File: src/rtl/assert_macros.svh
// Assertion helpers, included by bitmap_id_allocator.sv.
`ifndef ASSERT_MACROS_SVH
`define ASSERT_MACROS_SVH

// Checked on every rising clock edge outside reset.
`define ASSERT_CLK(label, prop, msg) \
   label: assert property (@(posedge clock) disable iff (reset) prop) else $error(msg);

// Checked on every rising clock edge, reset included.
`define ASSERT_CLK_ALWAYS(label, prop, msg) \
   label: assert property (@(posedge clock) prop) else $error(msg);

`endif

File: src/rtl/bia_pkg.sv
package bia_pkg;

   // Default number of identifiers.
   localparam int DEF_ID_COUNT = 1024;

   // Bitmap word geometry.
   localparam int WORD_BITS = 32;
   localparam int BIT_AW    = 5;

   // Payload widths.
   localparam int ID_W     = 10;
   localparam int STATUS_W = 2;

   // Request actions.
   localparam logic ACT_ALLOC   = 1'b0;
   localparam logic ACT_RELEASE = 1'b1;

   // Response status codes.
   localparam logic [STATUS_W-1:0] ST_ALLOCATED = 2'd0;
   localparam logic [STATUS_W-1:0] ST_FULL      = 2'd1;
   localparam logic [STATUS_W-1:0] ST_RELEASED  = 2'd2;

   // Commands from the controller to the datapath.
   typedef struct packed {
      logic clear_step;
      logic load;
      logic look;
      logic commit;
      logic report_full;
   } cmd_type;

   // Status from the datapath to the controller.
   typedef struct packed {
      logic clear_last;
      logic any_free;
      logic is_alloc;
   } sts_type;

   // Position of the lowest set bit of a word; zero when the word is empty.
   function automatic logic [BIT_AW-1:0] lowest_set(input logic [WORD_BITS-1:0] v);
      logic [BIT_AW-1:0] pos;
      pos = '0;
      for (int i = WORD_BITS - 1; i >= 0; i--) begin
         if (v[i]) begin
            pos = BIT_AW'(i);
         end
      end
      return pos;
   endfunction

   // Bits of bitmap word w that stand for identifiers below id_count.
   function automatic logic [WORD_BITS-1:0] word_valid_mask(input logic [31:0] w,
                                                            input logic [31:0] id_count);
      logic [31:0] base;
      logic [31:0] left;
      base = w << BIT_AW;
      left = id_count - base;
      if (base >= id_count) begin
         return '0;
      end
      if (left >= 32'(WORD_BITS)) begin
         return '1;
      end
      return (WORD_BITS'(1) << left[BIT_AW-1:0]) - WORD_BITS'(1);
   endfunction

endpackage

File: src/rtl/bia_ctrl.sv
module bia_ctrl (
   input  logic             clock,
   input  logic             reset,
   input  logic             start,
   output logic             busy,
   input  bia_pkg::sts_type sts,
   output bia_pkg::cmd_type cmd
);

   typedef enum logic [1:0] {
      S_CLEAR,
      S_IDLE,
      S_LOOK,
      S_MODIFY
   } state_type;

   state_type state_ff;
   state_type state_in;

   // The block takes words in the idle state and in the write-back cycle.
   assign busy = (state_ff == S_CLEAR) || (state_ff == S_LOOK);

   // Next state and commands to the datapath.
   always_comb begin
      state_in = state_ff;
      cmd      = '0;
      case (state_ff)
         S_CLEAR: begin
            cmd.clear_step = 1'b1;
            if (sts.clear_last) begin
               state_in = S_IDLE;
            end
         end
         S_IDLE: begin
            if (start) begin
               cmd.load = 1'b1;
               state_in = S_LOOK;
            end
         end
         S_LOOK: begin
            cmd.look = 1'b1;
            if (sts.is_alloc && !sts.any_free) begin
               cmd.report_full = 1'b1;
               state_in        = S_IDLE;
            end else begin
               state_in = S_MODIFY;
            end
         end
         S_MODIFY: begin
            cmd.commit = 1'b1;
            if (start) begin
               cmd.load = 1'b1;
               state_in = S_LOOK;
            end else begin
               state_in = S_IDLE;
            end
         end
         default: begin
            state_in = S_IDLE;
         end
      endcase
   end

   // State register; reset starts the clearing pass over the bitmap.
   always_ff @(posedge clock) begin
      if (reset) begin
         state_ff <= S_CLEAR;
      end else begin
         state_ff <= state_in;
      end
   end

endmodule

File: src/rtl/bia_datapath.sv
module bia_datapath #(
   parameter int ID_COUNT = bia_pkg::DEF_ID_COUNT
) (
   input  logic                         clock,
   input  logic                         reset,
   input  bia_pkg::cmd_type             cmd,
   output bia_pkg::sts_type             sts,
   input  logic                         req_action,
   input  logic [bia_pkg::ID_W-1:0]     req_release_id,
   output logic                         rsp_valid,
   output logic [bia_pkg::ID_W-1:0]     rsp_granted_id,
   output logic [bia_pkg::STATUS_W-1:0] rsp_status
);

   localparam int WB        = bia_pkg::WORD_BITS;
   localparam int MAP_WORDS = (ID_COUNT + WB - 1) / WB;
   localparam int WORD_AW   = (MAP_WORDS > 1) ? $clog2(MAP_WORDS) : 1;
   localparam int GROUPS    = (MAP_WORDS + WB - 1) / WB;
   localparam int GROUP_AW  = (GROUPS > 1) ? $clog2(GROUPS) : 1;
   localparam int SUM_BITS  = GROUPS * WB;
   localparam int SUM_AW    = GROUP_AW + bia_pkg::BIT_AW;

   // Bitmap memory, one word per 32 identifiers.
   logic [WB-1:0]               mem [MAP_WORDS];
   logic [WB-1:0]               rd_ff;

   // Summary bit per word (word has a free bit) and flag per group of words.
   logic [SUM_BITS-1:0]         sum_ff;
   logic [SUM_BITS-1:0]         sum_in;
   logic [GROUPS-1:0]           grp_ff;
   logic [GROUPS-1:0]           grp_in;

   // Latched request and the word under work.
   logic                        act_ff;
   logic [bia_pkg::ID_W-1:0]    rid_ff;
   logic [WORD_AW-1:0]          addr_ff;
   logic [WORD_AW-1:0]          clr_ff;

   logic                        rsp_valid_ff;
   logic [bia_pkg::ID_W-1:0]    rsp_id_ff;
   logic [bia_pkg::STATUS_W-1:0] rsp_status_ff;

   logic [GROUP_AW-1:0]         grp_idx;
   logic [WB-1:0]               grp_bits;
   logic [bia_pkg::BIT_AW-1:0]  word_sel;
   logic [SUM_AW-1:0]           found_idx;
   logic [WORD_AW-1:0]          rel_word;
   logic [WORD_AW-1:0]          rd_addr;
   logic                        rel_ok;
   logic [bia_pkg::BIT_AW-1:0]  bit_pos;
   logic [WB-1:0]               new_word;
   logic                        wr_en;
   logic [WORD_AW-1:0]          wr_addr;
   logic [WB-1:0]               wr_data;
   logic [31:0]                 gid_wide;
   logic                        is_alloc;

   assign is_alloc = (act_ff == bia_pkg::ACT_ALLOC);

   // Two-level search: lowest group with a free word, then lowest word in it.
   always_comb begin
      grp_idx = '0;
      for (int g = GROUPS - 1; g >= 0; g--) begin
         if (grp_ff[g]) begin
            grp_idx = GROUP_AW'(g);
         end
      end
   end

   assign grp_bits  = sum_ff[grp_idx * WB +: WB];
   assign word_sel  = bia_pkg::lowest_set(grp_bits);
   assign found_idx = {grp_idx, word_sel};
   assign rel_word  = WORD_AW'(rid_ff[bia_pkg::ID_W-1:bia_pkg::BIT_AW]);
   assign rd_addr   = is_alloc ? found_idx[WORD_AW-1:0] : rel_word;
   assign rel_ok    = (32'(rid_ff) < 32'(ID_COUNT));

   // Word modification for the write-back cycle.
   assign bit_pos  = bia_pkg::lowest_set(rd_ff);
   assign new_word = is_alloc ? (rd_ff & ~(WB'(1) << bit_pos))
                              : (rd_ff | (WB'(1) << rid_ff[bia_pkg::BIT_AW-1:0]));
   assign gid_wide = (32'(addr_ff) << bia_pkg::BIT_AW) | 32'(bit_pos);

   // Memory write port: clearing pass or write-back.
   always_comb begin
      if (cmd.clear_step) begin
         wr_en   = 1'b1;
         wr_addr = clr_ff;
         wr_data = bia_pkg::word_valid_mask(32'(clr_ff), 32'(ID_COUNT));
      end else begin
         wr_en   = cmd.commit && (is_alloc || rel_ok);
         wr_addr = addr_ff;
         wr_data = new_word;
      end
   end

   // Summary update after a write-back, then the group flags from it.
   always_comb begin
      sum_in = sum_ff;
      if (cmd.commit && (is_alloc || rel_ok)) begin
         sum_in[addr_ff] = |new_word;
      end
      for (int g = 0; g < GROUPS; g++) begin
         grp_in[g] = |sum_in[g * WB +: WB];
      end
   end

   always_ff @(posedge clock) begin
      if (wr_en) begin
         mem[wr_addr] <= wr_data;
      end
      if (cmd.look) begin
         rd_ff   <= mem[rd_addr];
         addr_ff <= rd_addr;
      end
   end

   // Request latch.
   always_ff @(posedge clock) begin
      if (cmd.load) begin
         act_ff <= req_action;
         rid_ff <= req_release_id;
      end
   end

   // Summaries, clearing counter and response strobe.
   always_ff @(posedge clock) begin
      if (reset) begin
         for (int i = 0; i < SUM_BITS; i++) begin
            sum_ff[i] <= (i < MAP_WORDS);
         end
         grp_ff       <= '1;
         clr_ff       <= '0;
         rsp_valid_ff <= 1'b0;
      end else begin
         sum_ff       <= sum_in;
         grp_ff       <= grp_in;
         rsp_valid_ff <= cmd.commit || cmd.report_full;
         if (cmd.clear_step) begin
            clr_ff <= clr_ff + WORD_AW'(1);
         end
      end
   end

   // Response payload.
   always_ff @(posedge clock) begin
      if (cmd.report_full) begin
         rsp_id_ff     <= '0;
         rsp_status_ff <= bia_pkg::ST_FULL;
      end else if (cmd.commit) begin
         if (is_alloc) begin
            rsp_id_ff     <= gid_wide[bia_pkg::ID_W-1:0];
            rsp_status_ff <= bia_pkg::ST_ALLOCATED;
         end else begin
            rsp_id_ff     <= '0;
            rsp_status_ff <= bia_pkg::ST_RELEASED;
         end
      end
   end

   assign sts.clear_last = (clr_ff == WORD_AW'(MAP_WORDS - 1));
   assign sts.any_free   = |grp_ff;
   assign sts.is_alloc   = is_alloc;

   assign rsp_valid      = rsp_valid_ff;
   assign rsp_granted_id = rsp_id_ff;
   assign rsp_status     = rsp_status_ff;

endmodule

File: src/rtl/bitmap_id_allocator.sv
// Channel    Ports                                   Handshake
// request    req_action, req_release_id              start high while busy low
// response   rsp_granted_id, rsp_status              rsp_valid high for one cycle
//
// Each word passes through a lookup cycle that reads one bitmap word and a
// write-back cycle on the single memory write port; the next word is taken in
// the write-back cycle. An allocate that finds no free identifier answers from
// the lookup cycle alone, with no write-back. After reset the block stays busy
// while it fills the bitmap. Responses cannot be stalled by the receiver.
`include "assert_macros.svh"

module bitmap_id_allocator #(
   parameter int ID_COUNT = bia_pkg::DEF_ID_COUNT
) (
   input  logic                         clock,
   input  logic                         reset,
   input  logic                         start,
   output logic                         busy,
   input  logic                         req_action,
   input  logic [bia_pkg::ID_W-1:0]     req_release_id,
   output logic                         rsp_valid,
   output logic [bia_pkg::ID_W-1:0]     rsp_granted_id,
   output logic [bia_pkg::STATUS_W-1:0] rsp_status
);

   bia_pkg::cmd_type cmd;
   bia_pkg::sts_type sts;
   logic             rsp_no_grant;

   // Sequencing of the clearing pass, lookup and write-back.
   bia_ctrl u_ctrl (
      .clock (clock),
      .reset (reset),
      .start (start),
      .busy  (busy),
      .sts   (sts),
      .cmd   (cmd)
   );

   // Bitmap memory, summaries and response registers.
   bia_datapath #(
      .ID_COUNT (ID_COUNT)
   ) u_datapath (
      .clock          (clock),
      .reset          (reset),
      .cmd            (cmd),
      .sts            (sts),
      .req_action     (req_action),
      .req_release_id (req_release_id),
      .rsp_valid      (rsp_valid),
      .rsp_granted_id (rsp_granted_id),
      .rsp_status     (rsp_status)
   );

   // A response word that hands out no identifier.
   assign rsp_no_grant = rsp_valid && (rsp_status != bia_pkg::ST_ALLOCATED);

   // An accepted word is always followed by a lookup cycle.
   `ASSERT_CLK(a_accept_then_busy, start && !busy |=> busy, "accepted word not followed by lookup")

   // Reset always starts the clearing pass.
   `ASSERT_CLK_ALWAYS(a_reset_clears, reset |=> busy, "block not busy after reset")

   // Only a successful allocate carries a nonzero identifier.
   `ASSERT_CLK(a_zero_id, rsp_no_grant |-> rsp_granted_id == '0, "nonzero id without a grant")

endmodule
File: config.mk
export PLATFORM = sky130hd
export DESIGN_NAME = bitmap_id_allocator
export DESIGN_NICKNAME = d
export VERILOG_FILES = /design/src/rtl/bia_pkg.sv /design/src/rtl/bia_ctrl.sv /design/src/rtl/bia_datapath.sv /design/src/rtl/bitmap_id_allocator.sv
export VERILOG_INCLUDE_DIRS = /design/src /design/src/rtl
export SDC_FILE = /design/constraint.sdc
export NUM_CORES = 1
export LEC_CHECK = 0
export ABC_CLOCK_PERIOD_IN_PS = 7400
export BUFFER_PORTS_ARGS = -buffer_cell sky130_fd_sc_hd__buf_2
export CAP_MARGIN = 30
export CORE_MARGIN = 3
export CORE_UTILIZATION = 40
export CTS_CLUSTER_SIZE = 12
export DETAILED_ROUTE_END_ITERATION = 16
export PLACE_DENSITY = 0.61
export SYNTH_ARGS = -nofsm -noshare
export SYNTH_HDL_FRONTEND = slang
export SYNTH_SLANG_ARGS = --single-unit
File: constraint.sdc
create_clock -name clock -period 7.4 [get_ports clock]
set_clock_uncertainty 0.15 [all_clocks]
set_input_delay 1.48 -clock clock [delete_from_list [all_inputs] [get_ports clock]]
set_output_delay 1.48 -clock clock [all_outputs]
set_load 0.05 [all_outputs]
==> impl_summary.log, run 1 <==
INFO  metric ys_warn_count = 0
INFO  metric critical_path.startpoint_type = register
INFO  metric mappedNetlistNets = 3137
INFO  metric row_count = 125
INFO  metric max_slew.worst_pin.slew = 1.07 ns
INFO  metric cts_resized = 0
INFO  metric clock_latency = 0.70 ns
INFO  metric cts_buffer_depth = 3
INFO  metric layout.nets = 3197
INFO  metric leakage = 19.0 nW
INFO  metric core-area = 117000 um^2
INFO  metric numCtsBuffers = 115
INFO  metric cellInternalPower = 10.1 mW
INFO  metric seq_area_frac_synth = 0.706
INFO  metric cts-hold-fix-buffers = 0
INFO  metric wl_per_cell = 26.2 um
INFO  metric timing.critical_path.fanout_max = 41
INFO  metric worst-endpoint-required = 7.57 ns
INFO  metric net-switching-power = 2.72 mW
INFO  metric tritoncts_num_sinks = 1125
INFO  metric routed_wirelength = 125 mm
INFO  metric power.ir.vdd_worst = 0.000200 V
INFO  metric cts_tree = built
INFO  metric routabilityCongestion = 0.979
INFO  metric grt_pass1_wl = 183 mm
INFO  metric chipHeight = 349 um
INFO  metric cts.clk_slew.worst_paths = 0.06 ns
INFO  metric clockPowerShare = 0.406
INFO  metric timing.final.ws_setup = 2.67 ns
INFO  metric fill_cells = 10100
INFO  metric finalHoldWorstSlack = 0.295 ns
INFO  metric final-max-slew-violation-count = 0
INFO  metric power_per_cell_area = 240 nW/um^2
INFO  metric sw_frac_of_total = 0.212
INFO  metric dp.final_hpwl = 71.1 mm
INFO  metric rsz0062_at_grt = no
INFO  metric run_status = finished clean
INFO  metric report.final.hold_viol_count = 0
INFO  metric via_count_of_the_first_global_routing_pass = 26600
INFO  metric cts.htree.levels = 3
INFO  metric antenna_found_initial = 4
INFO  metric hold_class = register to register
INFO  metric place_ws = 2.68 ns
INFO  metric synth_async_sr_flop_share = 0
INFO  metric ys_types = 78
INFO  metric timing.slew.headroom = 0.284
INFO  metric seq_power_share = 0.553
INFO  metric overflow = 0
INFO  metric drcViolationCount = 0
INFO  metric setup_failing_eps_final = 0
INFO  metric number_of_buffers_inserted_to_repair_setup_after_cts = 0
INFO  metric ant_nets = 0
INFO  metric cts_root_buffer = sky130_fd_sc_hd__clkbuf_16
INFO  metric drive_gt1_frac = 0.140
INFO  metric synth.avg_cell_area = 15.1 um^2
INFO  metric port-buffer-count = 27
INFO  metric min_period = 4.73 ns
INFO  metric drv_cap = 0
INFO  metric tns = 0 ns
INFO  metric drt-vias-per-instance = 5.80
INFO  metric initial_core_utilization = 0.404
INFO  metric detailedRoute.firstIterationViolations = 2797
INFO  metric area.growth.synth_to_final = 13.5%
INFO  metric area.sequential = 33300 um^2
INFO  metric routed_via_count = 27700
INFO  metric die_x = 349 um
INFO  metric grt.total_usage = 0.202
INFO  metric grt_max_degree = 92
INFO  metric synth-edff-count = 1072
INFO  metric drtPass1Iterations = 5
INFO  metric multi_input_comb_area = 13600 um^2
INFO  metric synthCells = 3116
INFO  metric antenna_cells = 0
INFO  metric setup.worst_path.class = register to register
INFO  metric synth_ff_type = sky130_fd_sc_hd__edfxtp_1
INFO  metric finalCritPeriodShare = 0.639
INFO  metric timing.critical_path.arrival = 4.90 ns
INFO  metric setup.worst_path.end_class = register
INFO  metric design.portCount = 28
INFO  metric postSynthRegisterBits = 1125
INFO  metric pwr-share-comb = 0.041
INFO  metric die_area = 122000 um^2
INFO  metric mappedNetlistArea = 47100 um^2
INFO  metric max_freq = 211 MHz
==> cell usage in the layout, fill, tap and decap left out, drive strengths merged, types with 7 or more instances in the layout <==
master,instances
dfxtp,53
a32oi,63
mux2i,522
nor2,149
o2111ai,32
nor3,28
a22o,9
and2,8
a21oi,56
ha,7
nand2,332
inv,32
edfxtp,1072
o31ai,28
clkinv,41
clkbuf,153
a21o,11
buf,136
nor4,50
o22ai,8
mux2,95
nand2b,9
nand4,9
nand3,12
o32a,32
o2111a,31
o21ai,76
a31oi,39
and3,69
==> path summary, 6_finish.rpt <==
check | start | end | slack (ns) | depth (start not counted)
worst max-delay path | u_datapath.act_ff | u_datapath.rd_ff[1] | 2.67 | 10
worst min-delay path | u_datapath.rsp_status[0] | u_datapath.rsp_status[0] | 0.30 | 2
worst max register to register | u_datapath.act_ff | u_datapath.rd_ff[1] | 2.67 | 10
worst min register to register | u_datapath.rsp_status[0] | u_datapath.rsp_status[0] | 0.30 | 2
==> area by class of cell <==
| class | instances | share of cell area |
|---|---|---|
| inverters | 31 | 0.00234 |
| well taps | 1524 | 0.0357 |
| clock buffers | 153 | 0.0569 |
| repair buffers | 136 | 0.0245 |
| flip-flops and latches | 1125 | 0.622 |
| clock inverters | 44 | 0.00489 |
| multi-input cells | 1767 | 0.254 |
==> cells by family after synthesis <==
logic type,after synthesis,share of synthesized area
adder cells (fa/ha/maj),7,0.00186
multiplexers,618,0.134
XOR/XNOR,4,0.000744
AND/OR/NAND/NOR,701,0.0686
buffers and inverters,224,0.0192
flip-flops,1125,0.706
AO/OA/AOI/OAI,437,0.0698
==> power by group through the flow <==
stage,logic [mW],registers (mW),clock network (mW)
after global routing,0.558,7.09,5.56
after global placement,0.483,7.23,0
after detailed placement,0.517,7.22,0
after floorplan,0.268,7.23,0
after CTS,0.518,7.09,5.31
final,0.523,7.09,5.20
==> through the flow <==
| step | std cells | area (um^2) | total power, mW | utilization |
|---|---|---|---|---|
| 5_1_grt | 4780 | 53500 | 13.2 | 0.459 |
| 3_5_place_dp | 4575 | 50000 | 7.74 | 0.429 |
| 3_3_place_gp | 4550 | 49600 | 7.71 | 0.426 |
| 2_1_floorplan | 3116 | 47100 | 7.50 | - |
| 6_report | 4780 | 53500 | 12.8 | 0.459 |
| 4_1_cts | 4772 | 53300 | 12.9 | 0.458 |
==> state kept, by name (all words and copies together) (netlist names), 2 cells and up <==
name and flops:
u_ctrl.state_ff 2, u_datapath.addr_ff 5, u_datapath.rd_ff 32, u_datapath.grp_bits 32
u_datapath.rid_ff 10, u_datapath.rsp_status 2, u_datapath.rsp_granted_id 10, u_datapath.mem 1024
u_datapath.clr_ff 5
==> critical path, cell delays in order, from the launching register on <==
cell and delay, ns:
sky130_fd_sc_hd__edfxtp_1 0.36, sky130_fd_sc_hd__buf_4 0.25, sky130_fd_sc_hd__or3_1 0.44, sky130_fd_sc_hd__or3_1 0.38, sky130_fd_sc_hd__o31ai_4 0.31, sky130_fd_sc_hd__buf_4 0.61, sky130_fd_sc_hd__buf_4 0.71, sky130_fd_sc_hd__nor3_2 0.10
sky130_fd_sc_hd__buf_4 0.33, sky130_fd_sc_hd__a32oi_1 0.30, sky130_fd_sc_hd__o2111ai_1 0.38
==> layer usage <==
metal / share of wire / up-vias / GRT usage / routed length, um
li1: - / 12300 / - / -
met1: 0.44 / 14200 / 0.289 / 55500
met2: 0.47 / 985 / 0.323 / 59100
met3: 0.065 / 173 / 0.0304 / 8150
met4: 0.021 / 4 / 0.0559 / 2650
met5: 0.00022 / - / 0 / 27
==> synth_stat cells (all sizes together), types with 6 or more instances <==
| library cell | n | share of area |
|---|---|---|
| edfxtp | 1072 | 0.68 |
| mux2i | 522 | 0.11 |
| nand2 | 332 | 0.026 |
| nor2 | 149 | 0.012 |
| clkbuf | 130 | 0.010 |
| mux2 | 95 | 0.023 |
| o21ai | 76 | 0.0081 |
| and3 | 69 | 0.0092 |
| a32oi | 63 | 0.012 |
| buf | 63 | 0.0063 |
| a21oi | 56 | 0.0059 |
| dfxtp | 53 | 0.023 |
| nor4 | 50 | 0.0072 |
| a31oi | 39 | 0.0053 |
| o2111ai | 32 | 0.0059 |
| o32a | 32 | 0.0068 |
| o2111a | 31 | 0.0074 |
| inv | 30 | 0.0024 |
| nor3 | 28 | 0.0031 |
| o31ai | 28 | 0.0045 |
| nand3 | 12 | 0.0014 |
| a21o | 11 | 0.0018 |
| a22o | 9 | 0.0017 |
| nand2b | 9 | 0.0012 |
| nand4 | 9 | 0.0012 |
| and2 | 8 | 0.0011 |
| o22ai | 8 | 0.0011 |
| ha | 7 | 0.0019 |
| a2111oi | 6 | 0.0012 |
| a22oi | 6 | 0.00096 |
| a31o | 6 | 0.0011 |
| nor3b | 6 | 0.00096 |
| or3 | 6 | 0.00080 |
Power figures use the tool's default switching activity.
==> run 2: changes to the inputs <==
ABC_CLOCK_PERIOD_IN_PS = 4000   (was 7400)
PLACE_DENSITY = 0.63   (was 0.61)
clock period = 4 ns   (was 7.4 ns; I/O delays follow)
==> run 2 against run 1 <==
Against the previous run:
- combinational power grew 99%
- non-clock buffer count is 116 higher
- sequential power grew 85%
- flip-flop and latch count did not move
- wire length increased by 6.4%
- total power increased by 86%
- final cell count grew 2.2%
- via count is 3.0% higher
- core utilization up 1.1 points
- critical path depth unchanged
- critical path type unchanged
- highest routed layer is now met4
==> impl_summary.log, run 2 (synthesis gave the netlist of run 1 again) <==
INFO  metric setup.worst_path.class = register to register
INFO  metric leakage = 19.7 nW
INFO  metric report.final.hold_viol_count = 0
INFO  metric multi_input_comb_area = 13500 um^2
INFO  metric detailedRoute.firstIterationViolations = 2992
INFO  metric rsz0062_at_grt = no
INFO  metric power.ir.vdd_worst = 0.000348 V
INFO  metric clock_latency = 0.72 ns
INFO  metric drv_cap = 0
INFO  metric power_per_cell_area = 436 nW/um^2
INFO  metric row_count = 125
INFO  metric drtPass1Iterations = 8
INFO  metric critical_path.cell_chain = nor4_4, o211ai_1, a31oi_2, and3b_2, o41a_1, a2111oi_2, nand4_1, nor4b_4, buf_12, a32oi_1
INFO  metric final-max-slew-violation-count = 0
INFO  metric hold_class = input pin to register
INFO  metric cts_buffer_depth = 3
INFO  metric cts.clk_slew.worst_paths = 0.06 ns
INFO  metric timing.slew.headroom = 0.290
INFO  metric ant_nets = 0
INFO  metric largest_register = u_datapath.mem
INFO  metric initial_core_utilization = 0.404
INFO  metric routed_via_count = 28500
INFO  metric crit_path_top_delay_cell = sky130_fd_sc_hd__edfxtp_1
INFO  metric grt.total_usage = 0.215
INFO  metric setup.worst_path.end_class = register
INFO  metric chipHeight = 349 um
INFO  metric core-area = 117000 um^2
INFO  metric port-buffer-count = 27
INFO  metric layout.core_utilization = 0.470
INFO  metric cts_tree = built
INFO  metric largest_reg_flops = 1024
INFO  metric fill_cells = 9825
INFO  metric crit_path_start = u_datapath.rd_ff[14]
INFO  metric layout_commonest_cell = sky130_fd_sc_hd__edfxtp_1
INFO  metric via_count_of_the_first_global_routing_pass = 27600
INFO  metric antenna_found_initial = 1
INFO  metric worst_r2r_endpoint = u_datapath.grp_bits[4]
INFO  metric crit_path_max_incr_delay = 0.54 ns
INFO  metric cts.htree.levels = 3
INFO  metric numCtsBuffers = 113
INFO  metric critical_path.startpoint_type = register
INFO  metric place_ws = 0.00620 ns
INFO  metric grt_max_degree = 73
INFO  metric drive_gt1_frac = 0.171
INFO  metric layout.nets = 3311
INFO  metric timing.critical_path.arrival = 4.20 ns
INFO  metric timing.critical_path.fanout_max = 33
INFO  metric max_freq = 267 MHz
INFO  metric timing.final.ws_setup = 0.249 ns
INFO  metric die_area = 122000 um^2
INFO  metric cts_root_buffer = sky130_fd_sc_hd__clkbuf_16
INFO  metric worst-endpoint-required = 4.45 ns
INFO  metric r2r_cells = 10
INFO  metric area.sequential = 33300 um^2
INFO  metric wl_per_cell = 27.3 um
INFO  metric dp.final_hpwl = 78.1 mm
INFO  metric grt_pass1_wl = 192 mm
INFO  metric report.power.total = 23.9 mW
INFO  metric routabilityCongestion = 0.976
INFO  metric cts-hold-fix-buffers = 0
INFO  metric setup_failing_eps_final = 0
INFO  metric drt-vias-per-instance = 5.85
INFO  metric routed_wirelength = 133 mm
INFO  metric max_slew.worst_pin.slew = 1.07 ns
INFO  metric reg2reg_setup_slack = 0.25 ns
INFO  metric drcViolationCount = 0
INFO  metric design.portCount = 28
INFO  metric die_x = 349 um
INFO  metric timing.critical_path.to = u_datapath.grp_bits[4]
INFO  metric finalCritPeriodShare = 0.938
INFO  metric min_period = 3.75 ns
INFO  metric timing.rr.start = u_datapath.rd_ff[14]
INFO  metric tritoncts_num_sinks = 1125
INFO  metric area.growth.synth_to_final = 16.3%
INFO  metric most-common-layout-cells = sky130_fd_sc_hd__edfxtp_1, sky130_fd_sc_hd__mux2i_1, sky130_fd_sc_hd__nand2_1, sky130_fd_sc_hd__buf_4, sky130_fd_sc_hd__nor2_1
INFO  metric run_status = finished clean
INFO  metric antenna_cells = 0
INFO  metric overflow = 0
==> run 2: cell types whose count changed in the layout (fill, tap and decap cells not counted), sizes merged <==
cell and change:
buf +116, clkinv -8, clkbuf -8, bufinv +3
==> run 2: worst max-delay path: cells and delay by family (launching register included) <==
| family | cells | cell delay [ns] |
|---|---|---|
| compound gates | 5 | 1.39 |
| simple gates | 4 | 1.29 |
| flops | 1 | 0.54 |
| buf+inv | 1 | 0.25 |
==> run 2: worst min-delay path by stage <==
stage | from | to | slack [ns] | cells after the start
6_report | req_release_id[6] | u_datapath.rid_ff[6] | 0.10 | 1
5_1_grt | req_release_id[5] | u_datapath.rid_ff[5] | 0.08 | 1
4_1_cts | req_release_id[5] | u_datapath.rid_ff[5] | 0.05 | 1
3_5_place_dp | u_datapath.rsp_granted_id[7] | u_datapath.rsp_granted_id[7] | 0.31 | 1
3_3_place_gp | u_datapath.rsp_status[0] | u_datapath.rsp_status[0] | 0.29 | 2
2_1_floorplan | u_datapath.grp_bits[26] | u_datapath.grp_bits[26] | 0.35 | 2
==> run 2: metrics by stage <==
step	TNS, ns	hold WS [ns]	instances	instance area (um^2)
after CTS	0	0.0530	4882	54800
after detailed placement	0	0.306	4698	51400
after global placement	-2.75	0.292	4692	51300
after floorplan	0	0.349	3116	47100
final	0	0.103	4883	54800
after global routing	0	0.0823	4883	54800
==> run 2: final cells by class <==
type | count | area share
Sequential cell | 1125 | 0.607
Multi-Input combinational cell | 1767 | 0.247
Clock buffer | 145 | 0.0542
Timing Repair Buffer | 252 | 0.0480
Tap cell | 1524 | 0.0348
Clock inverter | 39 | 0.00681
Inverter | 31 | 0.00228
==> run 2: routing by layer <==
| metal | track usage | up-vias | routed length, um |
|---|---|---|---|
| li1 | - | 12600 | - |
| met1 | 0.298 | 14600 | 56600 |
| met2 | 0.347 | 1185 | 63000 |
| met5 | 0 | - | 0 |
| met3 | 0.0294 | 221 | 9260 |
| met4 | 0.0815 | 0 | 4620 |
==> run 2: repair_timing <==
item,in CTS,in global routing
resized for setup,1,2
setup buffers,0,0
setup endpoints to repair,3,33
==> run 2: power by group <==
| part | switching (mW) | internal (mW) |
|---|---|---|
| clock network | 4.30 | 5.45 |
| logic | 0.754 | 0.283 |
| registers | 0.0288 | 13.1 |
